## config.mk

```make
export PLATFORM = sky130hd
export DESIGN_NAME = char_lcd_nibble_sequencer_unit
export DESIGN_NICKNAME = d
export VERILOG_FILES = /design/src/rtl/core/clcd_pkg.sv /design/src/rtl/core/clcd_front.sv /design/src/rtl/core/clcd_queue.sv /design/src/rtl/core/clcd_back.sv /design/src/rtl/core/char_lcd_nibble_sequencer_unit.sv
export SDC_FILE = /design/constraint.sdc
export NUM_CORES = 1
export LEC_CHECK = 0
export ABC_AREA = 1
export BUFFER_PORTS_ARGS = -buffer_cell sky130_fd_sc_hd__buf_2
export CORE_MARGIN = 5
export CORE_UTILIZATION = 51
export CTS_CLUSTER_SIZE = 40
export DETAILED_ROUTE_END_ITERATION = 8
export GPL_TIMING_DRIVEN = 0
export PLACE_DENSITY_LB_ADDON = 0.25
export SLEW_MARGIN = 20
export SYNTH_ARGS = -nofsm -noshare
export SYNTH_HDL_FRONTEND = slang
export SYNTH_SLANG_ARGS = --single-unit
```

## constraint.sdc

```tcl
create_clock -name clk -period 2.6 [get_ports clk]
set_input_delay 0.26 -clock clk [delete_from_list [all_inputs] [get_ports clk]]
set_output_delay 0.26 -clock clk [all_outputs]
set_load 0.05 [all_outputs]
```

## src/rtl/core/clcd_pkg.sv

```systemverilog
// Shared types, codes and tables for the character-LCD nibble sequencer.
package clcd_pkg;

	// Request modes
	localparam logic [2:0] MODE_CMD       = 3'd0;
	localparam logic [2:0] MODE_DATA      = 3'd1;
	localparam logic [2:0] MODE_CURSOR    = 3'd2;
	localparam logic [2:0] MODE_BACKLIGHT = 3'd3;
	localparam logic [2:0] MODE_CLEAR     = 3'd4;
	localparam logic [2:0] MODE_HOME      = 3'd5;
	localparam logic [2:0] MODE_INIT      = 3'd6;

	// Configuration register indexes
	localparam int unsigned REG_IDX_W = 2;
	localparam logic [REG_IDX_W-1:0] REG_DEV_ADDR  = 2'd0;
	localparam logic [REG_IDX_W-1:0] REG_COL_COUNT = 2'd1;
	localparam logic [REG_IDX_W-1:0] REG_ROW_COUNT = 2'd2;
	localparam int unsigned REG_DATA_W = 7;

	// Reset values of the configuration registers
	localparam logic [6:0] DEV_ADDR_RST  = 7'd39;
	localparam logic [5:0] COL_COUNT_RST = 6'd16;
	localparam logic [2:0] ROW_COUNT_RST = 3'd2;

	// LCD command bytes
	localparam logic [7:0] CMD_CLEAR_DISP = 8'h01;
	localparam logic [7:0] LCD_HOME     = 8'h02;
	localparam logic [7:0] LCD_SET_DDRAM = 8'h80;

	// Init sequence shape
	localparam logic [3:0] INIT_LAST_NIB = 4'd11;
	localparam logic [5:0] POWER_UP_MS   = 6'd50;
	localparam logic [2:0] CLR_HOME_MS   = 3'd2;

	// Job kinds handed from the front to the back
	localparam logic [1:0] KIND_BYTE      = 2'd0;
	localparam logic [1:0] KIND_BACKLIGHT = 2'd1;
	localparam logic [1:0] KIND_INIT      = 2'd2;

	// Request queue depth
	localparam int unsigned QUEUE_DEPTH = 2;
	localparam int unsigned QPTR_W      = $clog2(QUEUE_DEPTH);

	typedef struct packed {
		logic [1:0] kind;
		logic [7:0] data;       // byte to send for KIND_BYTE
		logic       rs;         // register select
		logic       bl;         // backlight bit for every written byte
		logic       extra_wait; // add clear/home settle time after last write
	} job_t;

	typedef struct packed {
		logic push;
		job_t job;
	} q_push_t;

	typedef struct packed {
		logic valid;
		job_t job;
	} q_head_t;

	// DDRAM row start addresses
	function automatic logic [7:0] row_base(input logic [1:0] r);
		logic [7:0] b;
		unique case (r)
			2'd0: b = 8'h00;
			2'd1: b = 8'h40;
			2'd2: b = 8'h14;
			default: b = 8'h54;
		endcase
		return b;
	endfunction

	// Nibbles of the init sequence: 3,3,3,2 then 0x28, 0x0C, 0x01, 0x06
	function automatic logic [3:0] init_nibble(input logic [3:0] idx);
		logic [3:0] n;
		unique case (idx)
			4'd0, 4'd1, 4'd2: n = 4'h3;
			4'd3, 4'd4:       n = 4'h2;
			4'd5:             n = 4'h8;
			4'd6:             n = 4'h0;
			4'd7:             n = 4'hC;
			4'd8:             n = 4'h0;
			4'd9:             n = 4'h1;
			4'd10:            n = 4'h0;
			4'd11:            n = 4'h6;
			default:          n = 4'h0;
		endcase
		return n;
	endfunction

	// Extra ms after the final write of an init nibble
	function automatic logic [2:0] init_extra(input logic [3:0] idx);
		logic [2:0] e;
		unique case (idx)
			4'd0, 4'd1: e = 3'd5;
			4'd2:       e = 3'd1;
			4'd9:       e = CLR_HOME_MS; // low nibble of the clear command
			default:    e = 3'd0;
		endcase
		return e;
	endfunction

endpackage

```

## src/rtl/core/clcd_front.sv

```systemverilog
// Front end: accepts requests, tracks backlight, builds jobs for the queue.
module clcd_front (
	input  logic                clk,
	input  logic                arst_n,
	input  logic                s_tvalid,
	output logic                s_tready,
	input  logic [2:0]          mode,
	input  logic [7:0]          value,
	input  logic [7:0]          column,
	input  logic [7:0]          row,
	input  logic                backlight_on,
	input  logic [5:0]          column_count,
	input  logic [2:0]          row_count,
	input  logic                q_full,
	output clcd_pkg::q_push_t   q_in
);
	import clcd_pkg::*;

	logic       backlight_q;
	logic       accept;
	logic [2:0] max_row;
	logic [5:0] max_col;
	logic [1:0] row_clamped;
	logic [7:0] col_clamped;
	logic [7:0] cursor_addr;
	job_t       job;
	logic       known;

	assign s_tready = !q_full;
	assign accept   = s_tvalid && s_tready;

	// Cursor clamp and DDRAM address
	always_comb begin
		max_row = (row_count == 3'd0) ? 3'd0 : row_count - 3'd1;
		if (max_row > 3'd3) begin
			max_row = 3'd3;
		end
		max_col = (column_count == 6'd0) ? 6'd0 : column_count - 6'd1;
		row_clamped = (row > {5'd0, max_row}) ? max_row[1:0] : row[1:0];
		col_clamped = (column > {2'd0, max_col}) ? {2'd0, max_col} : column;
		cursor_addr = LCD_SET_DDRAM | (col_clamped + row_base(row_clamped));
	end

	// Classify the request
	always_comb begin
		job.kind       = KIND_BYTE;
		job.data       = value;
		job.rs         = 1'b0;
		job.bl         = backlight_q;
		job.extra_wait = 1'b0;
		known          = 1'b1;
		unique case (mode)
			MODE_CMD: begin
			end
			MODE_DATA: begin
				job.rs = 1'b1;
			end
			MODE_CURSOR: begin
				job.data = cursor_addr;
			end
			MODE_BACKLIGHT: begin
				job.kind = KIND_BACKLIGHT;
				job.bl   = backlight_on;
			end
			MODE_CLEAR: begin
				job.data       = CMD_CLEAR_DISP;
				job.extra_wait = 1'b1;
			end
			MODE_HOME: begin
				job.data       = LCD_HOME;
				job.extra_wait = 1'b1;
			end
			MODE_INIT: begin
				job.kind = KIND_INIT;
				job.bl   = 1'b1;
			end
			default: begin
				known = 1'b0; // undefined mode is dropped
			end
		endcase
	end

	assign q_in.push = accept && known;
	assign q_in.job  = job;

	// Backlight state follows accepted requests in order
	always_ff @(posedge clk or negedge arst_n) begin
		if (!arst_n) begin
			backlight_q <= 1'b1;
		end else if (accept && known) begin
			backlight_q <= job.bl;
		end
	end

endmodule

```

## src/rtl/core/clcd_queue.sv

```systemverilog
// Small job queue between the front end and the sequencer.
module clcd_queue (
	input  logic              clk,
	input  logic              arst_n,
	input  clcd_pkg::q_push_t q_in,
	input  logic              pop,
	output logic              full,
	output clcd_pkg::q_head_t head
);
	import clcd_pkg::*;

	job_t              entry_q [QUEUE_DEPTH];
	logic [QPTR_W-1:0] wr_ptr_q;
	logic [QPTR_W-1:0] rd_ptr_q;
	logic [QPTR_W:0]   count_q;

	assign full       = (count_q == (QPTR_W+1)'(QUEUE_DEPTH));
	assign head.valid = (count_q != '0);
	assign head.job   = entry_q[rd_ptr_q];

	// Entry storage
	always_ff @(posedge clk) begin
		if (q_in.push) begin
			entry_q[wr_ptr_q] <= q_in.job;
		end
	end

	// Pointers and fill level
	always_ff @(posedge clk or negedge arst_n) begin
		if (!arst_n) begin
			wr_ptr_q <= '0;
			rd_ptr_q <= '0;
			count_q  <= '0;
		end else begin
			if (q_in.push) begin
				wr_ptr_q <= wr_ptr_q + QPTR_W'(1);
			end
			if (pop) begin
				rd_ptr_q <= rd_ptr_q + QPTR_W'(1);
			end
			if (q_in.push && !pop) begin
				count_q <= count_q + (QPTR_W+1)'(1);
			end else if (pop && !q_in.push) begin
				count_q <= count_q - (QPTR_W+1)'(1);
			end
		end
	end

	a_no_pop_empty: assert property (@(posedge clk) disable iff (!arst_n)
		pop |-> head.valid) else $error("queue popped while empty");
	a_no_push_full: assert property (@(posedge clk) disable iff (!arst_n)
		q_in.push |-> (!full || pop)) else $error("queue pushed while full");

endmodule

```

## src/rtl/core/clcd_back.sv

```systemverilog
// Back end: walks each job into expander bytes, one result per cycle while a job is active and m_tready takes results.
module clcd_back (
	input  logic              clk,
	input  logic              arst_n,
	input  clcd_pkg::q_head_t head,
	output logic              pop,
	input  logic [6:0]        device_address,
	output logic              m_tvalid,
	input  logic              m_tready,
	output logic [7:0]        bus_write_address,
	output logic              send,
	output logic [7:0]        expander_byte,
	output logic [5:0]        wait_ms,
	output logic              last
);
	import clcd_pkg::*;

	job_t       job_q;
	logic       active_q;
	logic       pre_q;     // power-up delay still to emit
	logic [3:0] nib_q;
	logic [1:0] ph_q;      // 0 plain, 1 enable high, 2 enable low
	logic       out_valid_q;
	logic       send_q;
	logic [7:0] byte_q;
	logic [5:0] wait_q;
	logic       last_q;

	logic       can_adv;
	logic       emit;
	logic [3:0] cur_nib;
	logic [2:0] extra;
	logic       r_send;
	logic [7:0] r_byte;
	logic [5:0] r_wait;
	logic       r_last;

	assign can_adv = !out_valid_q || m_tready;
	assign emit    = active_q && can_adv;
	assign pop     = !active_q && head.valid;

	// Result for the current step
	always_comb begin
		if (job_q.kind == KIND_INIT) begin
			cur_nib = init_nibble(nib_q);
			extra   = init_extra(nib_q);
		end else begin
			cur_nib = nib_q[0] ? job_q.data[3:0] : job_q.data[7:4];
			extra   = (job_q.extra_wait && nib_q[0]) ? CLR_HOME_MS : 3'd0;
		end

		r_send = 1'b1;
		r_byte = {cur_nib, job_q.bl, (ph_q == 2'd1), 1'b0, job_q.rs};
		unique case (ph_q)
			2'd0:    r_wait = 6'd0;
			2'd1:    r_wait = 6'd1;
			default: r_wait = 6'd1 + {3'd0, extra};
		endcase
		r_last = 1'b0;

		priority if (job_q.kind == KIND_BACKLIGHT) begin
			r_byte = {4'd0, job_q.bl, 3'd0};
			r_wait = 6'd0;
			r_last = 1'b1;
		end else if (pre_q) begin
			r_send = 1'b0;
			r_byte = 8'd0;
			r_wait = POWER_UP_MS;
		end else if (job_q.kind == KIND_INIT) begin
			r_last = (nib_q == INIT_LAST_NIB) && (ph_q == 2'd2);
		end else begin
			r_last = nib_q[0] && (ph_q == 2'd2);
		end
	end

	// Job load
	always_ff @(posedge clk) begin
		if (pop) begin
			job_q <= head.job;
		end
	end

	// Step counters
	always_ff @(posedge clk or negedge arst_n) begin
		if (!arst_n) begin
			active_q <= 1'b0;
			pre_q    <= 1'b0;
			nib_q    <= '0;
			ph_q     <= '0;
		end else if (pop) begin
			active_q <= 1'b1;
			pre_q    <= (head.job.kind == KIND_INIT);
			nib_q    <= '0;
			ph_q     <= '0;
		end else if (emit) begin
			if (r_last) begin
				active_q <= 1'b0;
			end
			if (pre_q) begin
				pre_q <= 1'b0;
			end else if (ph_q == 2'd2) begin
				ph_q  <= 2'd0;
				nib_q <= nib_q + 4'd1;
			end else begin
				ph_q <= ph_q + 2'd1;
			end
		end
	end

	// Output register
	always_ff @(posedge clk or negedge arst_n) begin
		if (!arst_n) begin
			out_valid_q <= 1'b0;
		end else if (can_adv) begin
			out_valid_q <= active_q;
		end
	end

	always_ff @(posedge clk) begin
		if (emit) begin
			send_q <= r_send;
			byte_q <= r_byte;
			wait_q <= r_wait;
			last_q <= r_last;
		end
	end

	assign m_tvalid          = out_valid_q;
	assign bus_write_address = {device_address, 1'b0};
	assign send              = send_q;
	assign expander_byte     = byte_q;
	assign wait_ms           = wait_q;
	assign last              = last_q;

	a_phase_range: assert property (@(posedge clk) disable iff (!arst_n)
		active_q |-> (ph_q != 2'd3)) else $error("nibble phase out of range");
	a_byte_two_nibbles: assert property (@(posedge clk) disable iff (!arst_n)
		(active_q && job_q.kind == KIND_BYTE) |-> (nib_q <= 4'd1 && !pre_q))
		else $error("byte job beyond its two nibbles");
	a_init_bound: assert property (@(posedge clk) disable iff (!arst_n)
		(active_q && job_q.kind == KIND_INIT) |-> (nib_q <= INIT_LAST_NIB))
		else $error("init job beyond its last nibble");

endmodule

```

## src/rtl/core/char_lcd_nibble_sequencer_unit.sv

```systemverilog
// Top level of the character-LCD nibble sequencer.
//
// Turns LCD requests (command, data, set cursor, backlight, clear, home, init)
// into expander writes for an HD44780 in 4-bit mode behind an I2C port
// expander, each result carrying the address, the byte and the wait in ms that
// follows it. Requests enter a two-entry queue and are accepted whenever it has
// room, also while results are still waiting downstream. The sequencer emits
// one result per cycle while a job is active and m_tready takes results: a
// byte request gives 6 results, backlight 1 result, init 37 results, and each
// job is first loaded from the queue before its results, so the sustained rate is set by the
// sequencer and by how fast m_tready takes results. Mode 7 is accepted and
// dropped. Configuration writes are meant for an idle block.
module char_lcd_nibble_sequencer_unit (
	input  logic                           clk,
	input  logic                           arst_n,
	input  logic                           s_tvalid,
	output logic                           s_tready,
	input  logic [31:0]                    s_tdata,  // value, column, row, backlight_on
	input  logic [2:0]                     s_tuser,  // mode
	output logic                           m_tvalid,
	input  logic                           m_tready,
	output logic [23:0]                    m_tdata,  // bus_write_address, expander_byte, wait_ms
	output logic                           m_tuser,  // send
	output logic                           m_tlast,
	input  logic                           wr_en,
	input  logic [clcd_pkg::REG_IDX_W-1:0] wr_index,
	input  logic [clcd_pkg::REG_DATA_W-1:0] wr_data
);
	import clcd_pkg::*;

	logic [6:0] device_address_q;
	logic [5:0] column_count_q;
	logic [2:0] row_count_q;

	q_push_t    q_in;
	q_head_t    q_head;
	logic       q_full;
	logic       q_pop;

	logic [7:0] bus_write_address;
	logic [7:0] expander_byte;
	logic [5:0] wait_ms;

	// Configuration registers
	always_ff @(posedge clk or negedge arst_n) begin
		if (!arst_n) begin
			device_address_q <= DEV_ADDR_RST;
			column_count_q   <= COL_COUNT_RST;
			row_count_q      <= ROW_COUNT_RST;
		end else if (wr_en) begin
			unique case (wr_index)
				REG_DEV_ADDR:  device_address_q <= wr_data[6:0];
				REG_COL_COUNT: column_count_q   <= wr_data[5:0];
				REG_ROW_COUNT: row_count_q      <= wr_data[2:0];
				default: begin
				end
			endcase
		end
	end

	clcd_front u_front (
		.clk          (clk),
		.arst_n       (arst_n),
		.s_tvalid     (s_tvalid),
		.s_tready     (s_tready),
		.mode         (s_tuser),
		.value        (s_tdata[7:0]),
		.column       (s_tdata[15:8]),
		.row          (s_tdata[23:16]),
		.backlight_on (s_tdata[24]),
		.column_count (column_count_q),
		.row_count    (row_count_q),
		.q_full       (q_full),
		.q_in         (q_in)
	);

	clcd_queue u_queue (
		.clk    (clk),
		.arst_n (arst_n),
		.q_in   (q_in),
		.pop    (q_pop),
		.full   (q_full),
		.head   (q_head)
	);

	clcd_back u_back (
		.clk               (clk),
		.arst_n            (arst_n),
		.head              (q_head),
		.pop               (q_pop),
		.device_address    (device_address_q),
		.m_tvalid          (m_tvalid),
		.m_tready          (m_tready),
		.bus_write_address (bus_write_address),
		.send              (m_tuser),
		.expander_byte     (expander_byte),
		.wait_ms           (wait_ms),
		.last              (m_tlast)
	);

	assign m_tdata = {2'b00, wait_ms, expander_byte, bus_write_address};

endmodule

```

# ---- After elaboration in Yosys (flattened, before gate mapping)
# Memory sizes are Yosys's and may differ from the RTL's.
# Cells that the tools add are included.
dict set report totals {
  reg_bits 59
  ram_bits 26
  romBits 64
  in_bits 49
  n_memories 2
}
dict set report op_classes {
  n_addsub 10
  magnitude_cmp 3
  n_eq_ne 21
  muxes 42
  n_reduce_logical 37
}
# name depth word_bits rd rd_clocked_by_memory_dff wr line
set mem_list {}
lappend mem_list {{(name not given)} 16 4 1 0 0 clcd_pkg.sv:77} ;# unique case (idx)
lappend mem_list {u_queue.entry_q 2 13 1 0 1 clcd_queue.sv:12} ;# job_t entry_q [QUEUE_DEPTH];
# operator count
set op_table {}
lappend op_table {{2-to-1 mux 4 bit} 8}
lappend op_table {{case mux 8 bit (3 select lines)} 1}
lappend op_table {{case mux 7 bit (3 select lines)} 1}
lappend op_table {{2-to-1 mux 2 bit} 8}
lappend op_table {{2-to-1 mux 1 bit} 14}
lappend op_table {{equality test 2 bit, second input constant} 6}
lappend op_table {{2-to-1 mux 6 bit} 2}
lappend op_table {{case mux 6 bit (2 select lines)} 1}
lappend op_table {{AND reduction 2 bit} 5}
lappend op_table {{nonzero test 2 bit} 5}
lappend op_table {{equality test 3 bit, second input constant} 3}
lappend op_table {{logical AND 1 bit} 9}
lappend op_table {{2-to-1 mux 3 bit} 3}
lappend op_table {{case mux 3 bit (3 select lines)} 1}
lappend op_table {{equality test 2 x 1 -> 1 bit, second input constant} 4}
lappend op_table {{equality test 4 bit, second input constant} 2}
lappend op_table {{> comparator 8 x 3 -> 1 bit} 1}
lappend op_table {{> comparator 8 x 6 -> 1 bit} 1}
lappend op_table {{adder 7 bit} 1}
lappend op_table {{2-to-1 mux 7 bit} 1}
lappend op_table {{OR reduction 7 bit} 1}
lappend op_table {{equality test 3 x 2 -> 1 bit, second input constant} 2}
lappend op_table {{logical NOT 2 bit} 3}
lappend op_table {{logical NOT 3 bit} 2}
lappend op_table {{20 further kinds} 28}

# ---- Depth between registers and ports, before layout
dict set report depth {
  depth_word 10
  depth_mapped 24
}

# ---- Cells and area by module
# From an unflattened synthesis, not the netlist that was laid out.
dict set report unflattened {
  hier_cells 461
  hier_area_um2 4500.6
}
# mod n_inst cells_each area_per_inst_um2
set by_module_without_submodules {}
lappend by_module_without_submodules {clcd_back 1 170 1746.7}
lappend by_module_without_submodules {clcd_queue 1 65 1144.8}
lappend by_module_without_submodules {clcd_front 1 150 888.4}
lappend by_module_without_submodules {char_lcd_nibble_sequencer_unit 1 76 720.7}

# ---- Worst setup path before layout
# OpenSTA, ideal clock, no wires.
dict set report synth_timing {
  kind {flip-flop to flip-flop}
  startpoint {register column_count_q[0]}
  endpoint {memory u_queue.entry_q[0][9] in the netlist's numbering, data pin}
  setup_ns 0.257
  arrival_time_ns 2.602
  required_time_ns 2.343
  setup_slack_ns -0.258
  path_stages_with_launch 21
  path_buffers 0
  period_less_slack_ns 2.858
  path_cell_list {dfrtp_1 -> inv_1 -> ha_1 -> or2_2 -> nand4_1 -> nand2_1 -> ha_1 -> nand2_1 -> nor2_4 -> nand4_4 -> nand2_8 -> nand2_1 -> o21ai_2 -> nand2_1 -> inv_1 -> ha_1 -> nand3_2 -> nand2_1 -> nand3_1 -> nand3_1 -> nand2_1}
}
# item line
set synth_lines {}
lappend synth_lines {{start, declared} char_lcd_nibble_sequencer_unit.sv:32} ;# logic [5:0] column_count_q;
lappend synth_lines {{start signal, assigned} char_lcd_nibble_sequencer_unit.sv:53} ;# REG_COL_COUNT: column_count_q <= wr_data[5:0];
lappend synth_lines {{end, declared} clcd_queue.sv:12}

==> results_dict.tcl <==
set metrics [dict create \
    initial_core_util_pct 52.6 \
    switching_share_pct 42.0 \
    fin_worst_skew_ps 9.35 \
    fmax_mhz 357 \
    cp_top_family "simple AND/OR/NAND/NOR gates" \
    hpwl_mm 6.18 \
    synth_area_per_cell_sq_um 9.79 \
    wl_mm 8.23 \
    r2r_slack_ps -200 \
    dieArea_sq_um 10500 \
    clk_pin_slew_ps 80 \
    arrival_ps 2900 \
    die_h_microns 102 \
    ys_seq_area_share_pct 54.1 \
    violations "negative setup slack" \
    portBuffers 65 \
    p_sw_w 0.00226 \
    crit_slowest_cell "dfrtp_1" \
    remaining_drc_errors 0 \
    p_per_area_nw_per_um2 1000 \
    first_iter_violations 74 \
    ys_ff_latch 83 \
    p_leak_nw 2.46 \
    io_pins 77 \
    cp_cell_sequence "inv_2 > ha_4 > or2_4 > nand4_1 > nand2_2 > ha_4 > nand2_4 > nor2_4 > nand2_2 > nand2_4 > nand2_8 > o21ai_4 > nand2_2 > inv_2 > ha_4 > nand3_2 > nand2_1 > nand3_1 > nand3_1 > nand2_1" \
    cts_tree "yes" \
    wl_per_cell_microns 12.6 \
    netlist_area_sq_um 4350 \
    p_int_w 0.00313 \
    ys_dominant_reg_cell "edfxtp_1" \
    cts_buffers 9 \
    cts_root_buffer "clkbuf_8" \
    slew_headroom_pct 29.0 \
    cp_max_fo 6 \
    rr_endpoint "u_queue.entry_q[0][9]$_DFFE_PP_" \
    rows 33 \
    firstDrtPassIters 4 \
    via_per_inst 5.01 \
    crit_type "flip-flop to flip-flop" \
    clock_latency_ps 350 \
    drive_gt1_share_pct 32.0 \
    period_share_pct 108 \
    fin_nets 616 \
    yosysWarnings 0 \
    antenna_cells 0 \
    finalWorstSetupSlack_ps -200 \
    p_seq_share_pct 39.6 \
    synthCells 444 \
    synthDistinctLibCells 45 \
    place_ws_ps -320 \
    setup_viol 10 \
    worst_slew_pin_slew_ps 1060 \
    p_total_w 0.00539 \
    track_usage_pct 16.6 \
    rsz0062_at_grt "yes" \
    slew_violations 0 \
    fillCellCount 673 \
    async_reset_ff_share_pct 36.1 \
    grt_first_pass_wirelength_mm 13.7 \
    ff2ff_path_depth 20 \
    finalSetupTns_ps -1040 \
    grt_max_degree 31 \
    cts.sinks 83 \
    cts.path.max_buffers 2 \
    critPathCapture "u_queue.entry_q[0][9]$_DFFE_PP_" \
    run_status "finished with violations" \
    die-width_microns 102 \
    comb_power_share_pct 43.5 \
    drv_cap 0 \
    vias 3281 \
    synthTopCellsByArea "edfxtp_1, dfrtp_1, nand2_1" \
    finalHoldViolations 0 \
    startpoint_type "flip-flop" \
    core_area_sq_um 8260 \
    layout_commonest_cell "nand2_1" \
    antenna_found_initial 0 \
    synth_top_area_share_pct 36.6 \
    hold_path_class "input pin to flip-flop" \
    crit_start "column_count_q[1]$_DFFE_PN0P_" \
    area_growth_pct 23.6 \
    drtAntennaViolNets 0 \
    whs_path_depth 2 \
    place_congestion 0.835 \
    cp-end-kind "flip-flop" \
    final.min_clock_period_ps 2800 \
    required_ps 2700 \
    overflow 0 \
    crit_cells 20 \
    hold_slack_ps 144 \
    synth_top_cell_by_area "edfxtp_1" \
    synth_edf_count 53 \
    crit_buf_inv 2 \
    grt_pass1_vias 3204 \
    ctsHtreeMaxLevel 3 \
    layout_common_cells "nand2_1, buf_2, edfxtp_1" \
    timing.rr.start "column_count_q[1]$_DFFE_PN0P_" \
    irDropWorstVdd_mv 0.457 \
    clkPwrFrac_pct 16.9 \
    slowest_delay_ps 390 \
]
[power groups by stage]
stage / Sequential [W] / Clock [W] / Combinational [W]
after global placement: 0.00215 / 0 / 0.00210
after CTS: 0.00214 / 0.000931 / 0.00226
after floorplan: 0.00258 / 0 / 0.00126
after global routing: 0.00218 / 0.000983 / 0.00259
after detailed placement: 0.00216 / 0 / 0.00217
final: 0.00214 / 0.000910 / 0.00235
[synthesized netlist by cell type, types with 2 or more instances]
cell type	instances
dfrtp_1	23
nand3_2	3
nand2_1	109
nand2_2	7
o31ai_1	3
a21oi_1	13
dfstp_2	7
o21ai_1	3
nand4_1	3
nand2_4	4
nand4_4	2
nor2_4	4
xor2_1	3
edfxtp_1	53
ha_1	22
o21ai_0	33
a31oi_1	3
xnor2_1	2
or2_2	2
o21ai_2	2
nor3_1	6
clkbuf_1	5
nor2_1	29
buf_4	5
nand3b_1	2
nand3_1	22
inv_1	56
[sequential cells by signal, indices dropped and copies added (netlist names), 2 cells and up]
signal                flops
row_count_q               3
device_address_q          7
u_back.wait_ms            5
u_back.nib_q              4
u_queue.count_q           2
u_back.job_q             13
u_queue.entry_q          26
u_back.ph_q               2
column_count_q            6
u_back.expander_byte      7
[worst reg2reg max path, cell delays in order, from the launching register on]
cell and delay, ps:
dfrtp_1 390, inv_2 80, ha_4 170, or2_4 220
nand4_1 90, nand2_2 100, ha_4 300, nand2_4 50
nor2_4 130, nand2_2 80, nand2_4 100, nand2_8 80
o21ai_4 140, nand2_2 70, inv_2 80, ha_4 140
nand3_2 60, nand2_1 60, nand3_1 60, nand3_1 80
nand2_1 60
[logic make-up (layout without fill, tap and decap cells)]
family,after synthesis,after routing,share of synthesized area [%]
simple gates,200,200,23.2
mux,1,1,0.259
other cells,1,5,0.0863
flops,83,83,54.1
xor+xnor,5,5,1.01
buf+inv,68,170,6.62
fa+ha+maj,22,22,6.33
compound gates,64,64,8.41
[layer usage]
metal / global-route usage [%] / up-vias / part of all wire (%)
met5: 0 / - / 0
met4: 5.85 / 0 / 1.7
met3: 4.51 / 17 / 6.1
met2: 30.8 / 92 / 53
met1: 18.2 / 1516 / 39
li1: - / 1656 / -
[cell type report]
type                            instances  area, sq um  area share (%)
Clock buffer                           10          128            2.38
Buffer                                 10         56.3            1.05
Multi-Input combinational cell        297         1920            35.7
Tap cell                              105          131            2.45
Inverter                               58          228            4.24
Timing Repair Buffer                   86          489            9.11
Clock inverter                          6         66.3            1.24
Sequential cell                        83         2350            43.8
[repair_timing]
action | in CTS | in global routing
hold buffers | 1 | 0
endpoints found under the hold margin | 23 | 0
resized for setup | 7 | 18
pin swaps | 16 | 13
endpoints found under the setup margin | 10 | 15
buffers inserted | 14 | 8
[worst min path at each step]
stage | start | end | slack (ps)
finish | wr_data[6] | device_address_q[6]$_DFFE_PN0P_ | 140
CTS | wr_data[6] | device_address_q[6]$_DFFE_PN0P_ | 120
global route | wr_data[6] | device_address_q[6]$_DFFE_PN0P_ | 140
detailed placement | arst_n | u_back.ph_q[1]$_DFFE_PN0P_ | 340
floorplan | arst_n | column_count_q[0]$_DFFE_PN0P_ | -40
global placement | arst_n | u_back.ph_q[0]$_DFFE_PN0P_ | 340
[stage by stage]
stage / std cells / utilization (%) / cell area, sq um
2_1_floorplan: 448 / - / 4460
3_3_place_gp: 618 / 59.5 / 4920
3_5_place_dp: 618 / 59.6 / 4920
4_1_cts: 649 / 63.6 / 5250
5_1_grt: 655 / 65.0 / 5370
6_report: 655 / 65.0 / 5370
Power figures use the tool's default switching activity.
